<file path="src/hdl/pta_pkg.sv">
// ----------------------------------------------------------------------------
// pta_pkg
// Shared types and constants for the periodic trigger accumulator.
// ----------------------------------------------------------------------------
package pta_pkg;

  localparam int TICK_W    = 32;
  localparam int COUNT_W   = 16;
  localparam int CFG_IDX_W = 1;
  localparam int CFG_W     = 32;

  // One quotient bit per divider step
  localparam int DIV_STEPS = TICK_W;
  localparam int STEP_W    = $clog2(DIV_STEPS);

  // Register indexes
  localparam logic [CFG_IDX_W-1:0] CFG_PERIOD = 1'b0;
  localparam logic [CFG_IDX_W-1:0] CFG_MAX    = 1'b1;

  // Reset values of the registers
  localparam logic [TICK_W-1:0]  PERIOD_RESET = 32'd1000;
  localparam logic [COUNT_W-1:0] MAX_RESET    = 16'd16;

  // Saturation limit of the pending count
  localparam logic [COUNT_W-1:0] PENDING_SAT = 16'hFFFF;

  // Item function codes
  localparam logic FUNC_TIME    = 1'b0;
  localparam logic FUNC_CONSUME = 1'b1;

  // Commands from the controller to the datapath
  typedef struct packed {
    logic load;    // capture the item, start the divide
    logic step;    // one restoring divide step
    logic commit;  // update state and load the output register
  } pta_cmd_t;

endpackage

</file>
<file path="src/hdl/pta_dp.sv">
// ----------------------------------------------------------------------------
// pta_dp
// Datapath: configuration registers, state, a bit-serial restoring divider
// for elapsed / period, and the result register.
// ----------------------------------------------------------------------------
module pta_dp (
  input  logic                           clk,
  input  logic                           rst,
  input  pta_pkg::pta_cmd_t              cmd,
  input  logic                           cfg_we,
  input  logic [pta_pkg::CFG_IDX_W-1:0]  cfg_index,
  input  logic [pta_pkg::CFG_W-1:0]      cfg_data,
  input  logic                           func,
  input  logic [pta_pkg::TICK_W-1:0]     now_ms,
  output logic [pta_pkg::COUNT_W-1:0]    pending_before,
  output logic [pta_pkg::COUNT_W-1:0]    pending_after,
  output logic                           too_many
);
  import pta_pkg::*;

  logic [TICK_W-1:0]  period_ticks;
  logic [COUNT_W-1:0] max_pending;
  logic [TICK_W-1:0]  last_tick;
  logic [COUNT_W-1:0] pending_count;

  logic               func_q;
  logic [TICK_W-1:0]  now_q;
  logic [TICK_W-1:0]  quo;
  logic [TICK_W-1:0]  rem;

  logic [TICK_W:0]    trial;
  logic [TICK_W:0]    shifted;
  logic [COUNT_W:0]   sum;
  logic               sat;
  logic [COUNT_W-1:0] dec;
  logic [COUNT_W-1:0] count_next;
  logic [TICK_W-1:0]  last_tick_next;
  logic               flag_next;

  // Configuration registers
  always_ff @(posedge clk) begin
    if (rst) begin
      period_ticks <= PERIOD_RESET;
      max_pending  <= MAX_RESET;
    end else if (cfg_we) begin
      case (cfg_index)
        CFG_PERIOD: period_ticks <= cfg_data[TICK_W-1:0];
        CFG_MAX:    max_pending  <= cfg_data[COUNT_W-1:0];
        default:    ;
      endcase
    end
  end

  // Divider step: shift in the next dividend bit, subtract if it fits
  assign shifted = {rem, quo[TICK_W-1]};
  assign trial   = shifted - {1'b0, period_ticks};

  // Item capture and divider iteration
  always_ff @(posedge clk) begin
    if (cmd.load) begin
      func_q <= func;
      now_q  <= now_ms;
      quo    <= now_ms - last_tick;
      rem    <= '0;
    end else if (cmd.step) begin
      if (!trial[TICK_W]) begin
        rem <= trial[TICK_W-1:0];
        quo <= {quo[TICK_W-2:0], 1'b1};
      end else begin
        rem <= shifted[TICK_W-1:0];
        quo <= {quo[TICK_W-2:0], 1'b0};
      end
    end
  end

  // Saturating add of whole periods
  assign sum = {1'b0, pending_count} + {1'b0, quo[COUNT_W-1:0]};
  assign sat = (|quo[TICK_W-1:COUNT_W]) || sum[COUNT_W];
  assign dec = pending_count - 1'b1;

  // Next state for either item kind
  always_comb begin
    count_next     = pending_count;
    last_tick_next = last_tick;
    flag_next      = 1'b0;
    if (func_q == FUNC_CONSUME) begin
      flag_next = (pending_count > max_pending);
      if (pending_count != '0) begin
        count_next = (dec < max_pending) ? dec : max_pending;
      end
    end else if (period_ticks != '0) begin
      // last + q*period equals now - remainder
      last_tick_next = now_q - rem;
      count_next     = sat ? PENDING_SAT : sum[COUNT_W-1:0];
    end
  end

  // State and result register
  always_ff @(posedge clk) begin
    if (rst) begin
      last_tick     <= '0;
      pending_count <= '0;
    end else if (cmd.commit) begin
      last_tick     <= last_tick_next;
      pending_count <= count_next;
    end
  end

  always_ff @(posedge clk) begin
    if (cmd.commit) begin
      pending_before <= pending_count;
      pending_after  <= count_next;
      too_many       <= flag_next;
    end
  end

endmodule

</file>
<file path="src/hdl/pta_ctrl.sv">
// ----------------------------------------------------------------------------
// pta_ctrl
// Controller: sequences load, divide steps and commit, and owns the
// handshakes of both channels.
// ----------------------------------------------------------------------------
module pta_ctrl (
  input  logic              clk,
  input  logic              rst,
  input  logic              in_valid,
  output logic              in_stall,
  input  logic              func,
  output logic              out_valid,
  input  logic              out_stall,
  output pta_pkg::pta_cmd_t cmd
);
  import pta_pkg::*;

  localparam logic [1:0] S_IDLE = 2'd0;
  localparam logic [1:0] S_DIV  = 2'd1;
  localparam logic [1:0] S_FIN  = 2'd2;

  logic [1:0]        state;
  logic [1:0]        state_next;
  logic [STEP_W-1:0] cnt;
  logic              accept;
  logic              out_free;
  logic              last_step;

  assign in_stall  = (state != S_IDLE);
  assign accept    = in_valid && !in_stall;
  assign out_free  = !out_valid || !out_stall;
  assign last_step = (cnt == STEP_W'(DIV_STEPS - 1));

  assign cmd.load   = accept;
  assign cmd.step   = (state == S_DIV);
  assign cmd.commit = (state == S_FIN) && out_free;

  // Next state
  always_comb begin
    state_next = state;
    case (state)
      S_IDLE: begin
        if (accept) begin
          state_next = (func == FUNC_CONSUME) ? S_FIN : S_DIV;
        end
      end
      S_DIV: begin
        if (last_step) begin
          state_next = S_FIN;
        end
      end
      S_FIN: begin
        if (out_free) begin
          state_next = S_IDLE;
        end
      end
      default: state_next = S_IDLE;
    endcase
  end

  always_ff @(posedge clk) begin
    if (rst) begin
      state <= S_IDLE;
    end else begin
      state <= state_next;
    end
  end

  // Divide step counter
  always_ff @(posedge clk) begin
    if (rst) begin
      cnt <= '0;
    end else if (accept) begin
      cnt <= '0;
    end else if (state == S_DIV) begin
      cnt <= cnt + 1'b1;
    end
  end

  // Output valid: set on commit, cleared when the transaction completes
  always_ff @(posedge clk) begin
    if (rst) begin
      out_valid <= 1'b0;
    end else if (cmd.commit) begin
      out_valid <= 1'b1;
    end else if (!out_stall) begin
      out_valid <= 1'b0;
    end
  end

`ifndef SYNTHESIS
  a_consume_fin: assert property (@(posedge clk) disable iff (rst)
    accept && (func == FUNC_CONSUME) |=> state == S_FIN)
    else $error("consume did not go straight to commit");

  a_time_div: assert property (@(posedge clk) disable iff (rst)
    accept && (func == FUNC_TIME) |=> (state == S_DIV) && (cnt == '0))
    else $error("time update did not start the divider");

  a_fin_waits: assert property (@(posedge clk) disable iff (rst)
    (state == S_FIN) && out_valid && out_stall |=> state == S_FIN)
    else $error("result committed over a waiting output");

  a_commit_sets_valid: assert property (@(posedge clk) disable iff (rst)
    cmd.commit |=> out_valid && (state == S_IDLE))
    else $error("commit did not present a result");
`endif

endmodule

</file>
<file path="src/hdl/periodic_trigger_accumulator.sv">
// ----------------------------------------------------------------------------
// periodic_trigger_accumulator
// Counts whole timer periods from a millisecond tick and hands them out one
// consume at a time.
// ----------------------------------------------------------------------------
// A time update item goes from acceptance to result through a load, 32 steps
// of the bit-serial restoring divider (one quotient bit per cycle), and a
// commit. A consume item takes a load and a commit. One item is in work at a
// time; the next is accepted once the previous one has committed into the
// output register, which then waits for its transaction independently.
// Configuration writes are taken at any time and must be made while idle.
// ----------------------------------------------------------------------------
module periodic_trigger_accumulator (
  input  logic                           clk,
  input  logic                           rst,
  input  logic                           cfg_we,
  input  logic [pta_pkg::CFG_IDX_W-1:0]  cfg_index,
  input  logic [pta_pkg::CFG_W-1:0]      cfg_data,
  input  logic                           in_valid,
  output logic                           in_stall,
  input  logic                           func,
  input  logic [pta_pkg::TICK_W-1:0]     now_ms,
  output logic                           out_valid,
  input  logic                           out_stall,
  output logic [pta_pkg::COUNT_W-1:0]    pending_before,
  output logic [pta_pkg::COUNT_W-1:0]    pending_after,
  output logic                           too_many
);
  import pta_pkg::*;

  pta_cmd_t cmd;

  // Sequencer
  pta_ctrl u_ctrl (
    .clk       (clk),
    .rst       (rst),
    .in_valid  (in_valid),
    .in_stall  (in_stall),
    .func      (func),
    .out_valid (out_valid),
    .out_stall (out_stall),
    .cmd       (cmd)
  );

  // Divider, state and result register
  pta_dp u_dp (
    .clk            (clk),
    .rst            (rst),
    .cmd            (cmd),
    .cfg_we         (cfg_we),
    .cfg_index      (cfg_index),
    .cfg_data       (cfg_data),
    .func           (func),
    .now_ms         (now_ms),
    .pending_before (pending_before),
    .pending_after  (pending_after),
    .too_many       (too_many)
  );

endmodule
</file>
<file path="config.mk">
export PLATFORM = sky130hd
export DESIGN_NAME = periodic_trigger_accumulator
export DESIGN_NICKNAME = d
export VERILOG_FILES = /design/src/hdl/pta_pkg.sv /design/src/hdl/pta_dp.sv /design/src/hdl/pta_ctrl.sv /design/src/hdl/periodic_trigger_accumulator.sv
export SDC_FILE = /design/constraint.sdc
export NUM_CORES = 1
export LEC_CHECK = 0
export BUFFER_PORTS_ARGS = -buffer_cell sky130_fd_sc_hd__buf_2
export CAP_MARGIN = 20
export CORE_MARGIN = 2
export CORE_UTILIZATION = 56
export DETAILED_ROUTE_END_ITERATION = 8
export PLACE_DENSITY = 0.78
export SYNTH_ARGS = -nofsm -noshare
export SYNTH_HDL_FRONTEND = slang
export SYNTH_HIERARCHICAL = 1
export SYNTH_SLANG_ARGS = --single-unit
</file>
<file path="constraint.sdc">
create_clock -name clk -period 3.5 [get_ports clk]
set_clock_uncertainty 0.15 [all_clocks]
set_input_delay 0.35 -clock clk [delete_from_list [all_inputs] [get_ports clk]]
set_output_delay 0.35 -clock clk [all_outputs]
set_load 0.02 [all_outputs]
</file>
# After elaboration in Yosys (flattened, before gate mapping)
# Index checks and enable logic that the tools add are counted.
classes:
  muxes: 16
  n_reduce_logical: 18
  bitwise: 2
  n_eq_ne: 7
  n_lt_le_gt_ge: 2
  n_addsub: 6
ops:
  columns: ["operator", "n"]
  rows:
  - ["$mux W32", 3]
  - ["$mux W16", 5]
  - ["$sub A32 B32 Y32", 2]
  - ["$sub A33 B32 Y33", 1]
  - ["$reduce_bool A32 Y1", 1]
  - ["$add A16 B16 Y17", 1]
  - ["$gt A16 B16 Y1", 1]
  - ["$lt A16 B16 Y1", 1]
  - ["$reduce_bool A16 Y1", 1]
  - ["$reduce_or A16 Y1", 1]
  - ["$sub A16 B1 Y16 const B", 1]
  - ["$mux W2", 4]
  - ["$ne A2 B1 Y1 const B", 4]
  - ["$pmux W2 S3", 1]
  - ["$reduce_and A3 Y1", 2]
  - ["$add A5 B1 Y5 const B", 1]
  - ["$eq A5 B5 Y1 const B", 1]
  - ["$reduce_and A2 Y1", 2]
  - ["$reduce_bool A2 Y1", 2]
  - ["$logic_not A1 Y1", 3]
  - ["$mux W1", 3]
  - ["$eq A2 B1 Y1 const B", 1]
  - ["$eq A2 B2 Y1 const B", 1]
  - ["$logic_and A1 B1 Y1", 2]
  - ["other kinds (4)", 6]
totals:
  regBits: 234

# Logic depth before layout (Yosys ltp)
depth:
  depth_word: 5
  depth_mapped: 16

# Modules after synthesis
# The synthesis kept the hierarchy.
modules_own_cells:
  columns: ["module", "n_inst", "area_each_um2", "cells_per_inst"]
  rows:
  - ["pta_dp", 1, 15562.4, 1799]
  - ["pta_ctrl", 1, 400.4, 46]

# Worst setup path after synthesis
# No wires, ideal clock.
synth_timing:
  kind: "register to register"
  from: "register u_ctrl.state[0]"
  to: "register u_dp.last_tick[25]"
  period_less_slack_ns: 3.692
  setup_time_ns: 0.095
  path_stages_with_launch: 8
  path_buffers: 2
  t_required_ns: 3.255
  arrival_time_ns: 3.447
  path_slack_ns: -0.192
  cell_sequence: "dfxtp_1 -> buf_6 -> nand2b_1 -> a21oi_1 -> nand3_1 -> buf_2 -> or4_1 -> o311ai_1"
synth_lines:
  columns: ["element", "line_no", "text"]
  rows:
  - ["from (decl)", "pta_ctrl.sv:22", "logic [1:0] state;"]
  - ["from (signal assigned)", "pta_ctrl.sv:65", "state <= state_next;"]
  - ["to (signal assigned)", "pta_dp.sv:104", "last_tick <= last_tick_next;"]
  - ["to (decl)", "pta_dp.sv:23", "logic [TICK_W-1:0] last_tick;"]

# Worst setup path after layout
layout_timing:
  from: "input now_ms[3] in the netlist's numbering"
  to: "register u_dp.quo[29], data pin"
layout_between:
  elab_chain_len: 2
layout_rtl:
  columns: ["element", "line_no", "text"]
  rows:
  - ["from (decl)", "periodic_trigger_accumulator.sv:22", "input logic [pta_pkg::TICK_W-1:0] now_ms,"]
  - ["$sub A32 B32 Y32", "pta_dp.sv:63", "quo <= now_ms - last_tick;"]
  - ["$mux W32", "pta_dp.sv:60", "if (cmd.load) begin"]
  - ["to (signal assigned)", "pta_dp.sv:63", null]
  - ["to (signal assigned)", "pta_dp.sv:68", "quo <= {quo[TICK_W-2:0], 1'b1};"]
  - ["to (signal assigned)", "pta_dp.sv:71", "quo <= {quo[TICK_W-2:0], 1'b0};"]
  - ["to (decl)", "pta_dp.sv:28", "logic [TICK_W-1:0] quo;"]
# No other way between the ends.
# A chain may end at the register's enable or synchronous reset.

==> results.json <==
{
  "r2r-start": "u_dp/pending_count[2]$_SDFFE_PP0P_",
  "cts_buffers": 27,
  "async_flop_share_pct": 0,
  "critPathMaxFanout": 4,
  "worst-setup-path-type": "in2reg",
  "cts.path.max_buffers": 3,
  "hpwl_um": 31800,
  "crit_top_cell": "a31oi_1",
  "worstPathArrival_ps": 3500,
  "coreArea_mm2": 0.0279,
  "synthDistinctLibCells": 84,
  "dp_cells": 2289,
  "drive_above_1_share_pct": 13.5,
  "wirelength_um": 44200,
  "antenna_found_initial": 0,
  "worst_pin_slew_ps": 1030,
  "dpl_worst_slack_ps": 36.1,
  "diodes": 0,
  "max_freq_mhz": 298,
  "rsz0062_at_grt": "true",
  "dpl_cell_area_mm2": 0.0170,
  "maxCapViolCount": 0,
  "min_path_type": "in2reg",
  "p_leak_nw": 7.37,
  "ir_worst_vdd_mv": 0.356,
  "critPathRequiredTime_ps": 3640,
  "hold_viol": 0,
  "relSlewSlack_pct": 31.3,
  "synth_area_mm2": 0.0160,
  "setup_violations": 0,
  "synth_compound_area_share_pct": 21.9,
  "startpoint_type": "primary input",
  "clk_pin_slew_ps": 60,
  "powerDensity_mw_per_mm2": 539,
  "critPathMaxStageDelay_ps": 530,
  "power.total_mw": 10.1,
  "worst_setup_path_end_kind": "flip-flop",
  "yosysTopAreaCell": "edfxtp_1",
  "synthMuxAreaShare_pct": 3.33,
  "clk_latency_ps": 540,
  "fp.dieH_um": 173,
  "layout_common_cells": "217 x nand2_1, 163 x a21oi_1, 143 x nor2_1, 143 x ha_1",
  "status": "completed",
  "drt_iter0_drc": 1247,
  "slew_viol_final": 0,
  "drc": 0,
  "synthSimpleGateAreaFrac_pct": 16.8,
  "netlist_instances": 1845,
  "crit_chain": "dlygate4sd3_1 > buf_2 > ha_1 > o21ai_0 > a21oi_1 > o2111ai_1 > a31oi_2 > a31oi_1 > o31ai_2 > a31oi_1 > xnor2_1 > mux2_2",
  "grt_pass1_wl_um": 70700,
  "areaGrowthSynthToFinish_pct": 17.6,
  "grt_util_all_layers_pct": 28.6,
  "synth.area.top_cells": "edfxtp_1 18%, dfxtp_1 17%, ha_1 11%",
  "final_antenna_net_count": 0,
  "hold_depth": 2,
  "start_util_pct": 57.1,
  "numPortBuffers": 105,
  "gp_congestion": 0.941,
  "wl_per_cell_um": 18.3,
  "synth_top_family_by_area": "compound AO/OA/AOI/OAI gates",
  "path_delay_family": "compound AO/OA/AOI/OAI gates",
  "grt.overflow.total": 0,
  "rr_endpoint": "u_dp/pending_count[1]$_SDFFE_PP0P_",
  "min_to": "u_ctrl/cnt[0]$_SDFFE_PP0P_",
  "fin_area_mm2": 0.0188,
  "row_count": 61,
  "layout_commonest_cell": "nand2_1",
  "reg2reg_slack_ps": 150,
  "cp-startpoint": "now_ms[3]",
  "synth_top_area_share_pct": 18.4,
  "yosysSeqAreaShare_pct": 35.5,
  "syn_nets": 2065,
  "via_per_inst": 6.01,
  "worstHoldStart": "rst",
  "yosys_warnings": 6,
  "synth-main-ff-cell": "dfxtp_1",
  "die_width_um": 173,
  "first_global_vias": 13600,
  "setup_slack_ps": 148,
  "first_pass_iters": 5,
  "htreeDepth": 1,
  "avgSynthCellArea_um2": 8.65,
  "crit_buf_inv": 2,
  "ys_ff_latch": 234,
  "vias": 14500,
  "min_period_ps": 3350,
  "ioPinCount": 106,
  "stdcell_count": 2409,
  "nNetsFinal": 2230,
  "die_area_mm2": 0.0299,
  "clock-sinks": 234,
  "grt_max_degree": 90,
  "synthAdderAreaFrac_pct": 11.9,
  "reg2reg_depth": 16,
  "cts_tree": "yes",
  "holdWs_ps": 159,
  "synth_enable_flop_cells": 98,
  "root_buffer": "clkbuf_16",
  "synth_xor_area_share_pct": 5.16,
  "period_share_pct": 95.8,
  "critical-path-slowest-cell": "dlygate4sd3_1"
}
[flip-flops by register name, summed over array words and instances, names as in the netlist, 2 cells and up]
signal,cells
u_ctrl/state,2
u_dp/last_tick,32
u_dp/now_q,32
u_dp/period_ticks,32
u_dp/pending_after,16
u_dp/max_pending,16
u_dp/pending_before,16
u_ctrl/cnt,5
u_dp/rem,32
u_dp/pending_count,16
u_dp/quo,32
[routing by layer]
metal / vias up / share of wire, % / global-route usage (%)
met5: - / 0 / 0
met3: 92 / 6.9 / 3.47
li1: 7033 / - / -
met2: 563 / 44 / 44.9
met4: 0 / 3.3 / 8.83
met1: 6784 / 46 / 41.2
[kinds of logic (layout without fill, tap and decap cells)]
logic type	after synthesis	after routing
adder cells (fa/ha/maj)	149	149
flip-flops	234	234
XOR/XNOR	94	94
buffers and inverters	216	402
AND/OR/NAND/NOR	576	576
AO/OA/AOI/OAI	526	526
multiplexers	50	50
[metrics by stage]
| stage | TNS, ps | utilization [%] |
|---|---|---|
| 2_1_floorplan | 0 | - |
| 3_3_place_gp | 0 | 60.8 |
| 3_5_place_dp | 0 | 60.8 |
| 4_1_cts | 0 | 66.4 |
| 5_1_grt | -95.0 | 67.2 |
| 6_report | 0 | 67.2 |
[worst max-delay path by stage]
| stage | slack [ps] | depth (start not counted) | end |
|---|---|---|---|
| 6_report | 150 | 12 | u_dp/quo[29]$_DFFE_PP_ |
| 4_1_cts | 10 | 16 | u_dp/pending_count[1]$_SDFFE_PP0P_ |
| 2_1_floorplan | 9 | 15 | u_dp/pending_count[12]$_SDFFE_PP0P_ |
| 5_1_grt | -50 | 16 | u_dp/pending_count[1]$_SDFFE_PP0P_ |
| 3_5_place_dp | 40 | 13 | u_dp/quo[30]$_DFFE_PP_ |
| 3_3_place_gp | 50 | 13 | u_dp/quo[30]$_DFFE_PP_ |
[synth_stat cells, types with 26 or more instances]
cell type,n
nor3_1,40
edfxtp_1,98
o21ai_0,58
xnor2_1,55
nor2_1,144
a21o_1,35
nand3_1,34
a211oi_1,41
dfxtp_1,136
inv_1,135
xor2_1,39
a21oi_1,169
ha_1,145
clkbuf_1,56
o21ai_1,26
o21a_1,40
nand2_1,219
[power by group]
| part | total [mW] | internal, mW | switching [mW] |
|---|---|---|---|
| Combinational | 3.91 | 1.68 | 2.24 |
| Clock | 2.87 | 1.71 | 1.16 |
| Sequential | 3.33 | 3.11 | 0.216 |
| Total | 10.1 | 6.50 | 3.61 |
[area by class of cell]
cell class | instances | area (um2)
Clock buffer | 40 | 788
Clock inverter | 10 | 113
Fill cell | 2255 | 9160
Inverter | 136 | 510
Multi-Input combinational cell | 1395 | 9640
Sequential cell | 234 | 5670
Tap cell | 378 | 473
Timing Repair Buffer | 216 | 1580
[what timing repair did]
item | CTS | global route
pin swaps | 0 | 5
hold buffers | 67 | 0
endpoints found under the setup margin | 2 | 38
endpoints found under the hold margin | 84 | 0
gates cloned | 0 | 0
setup buffers | 0 | 2
gates resized for setup | 1 | 36
Power figures use the tool's default switching activity.
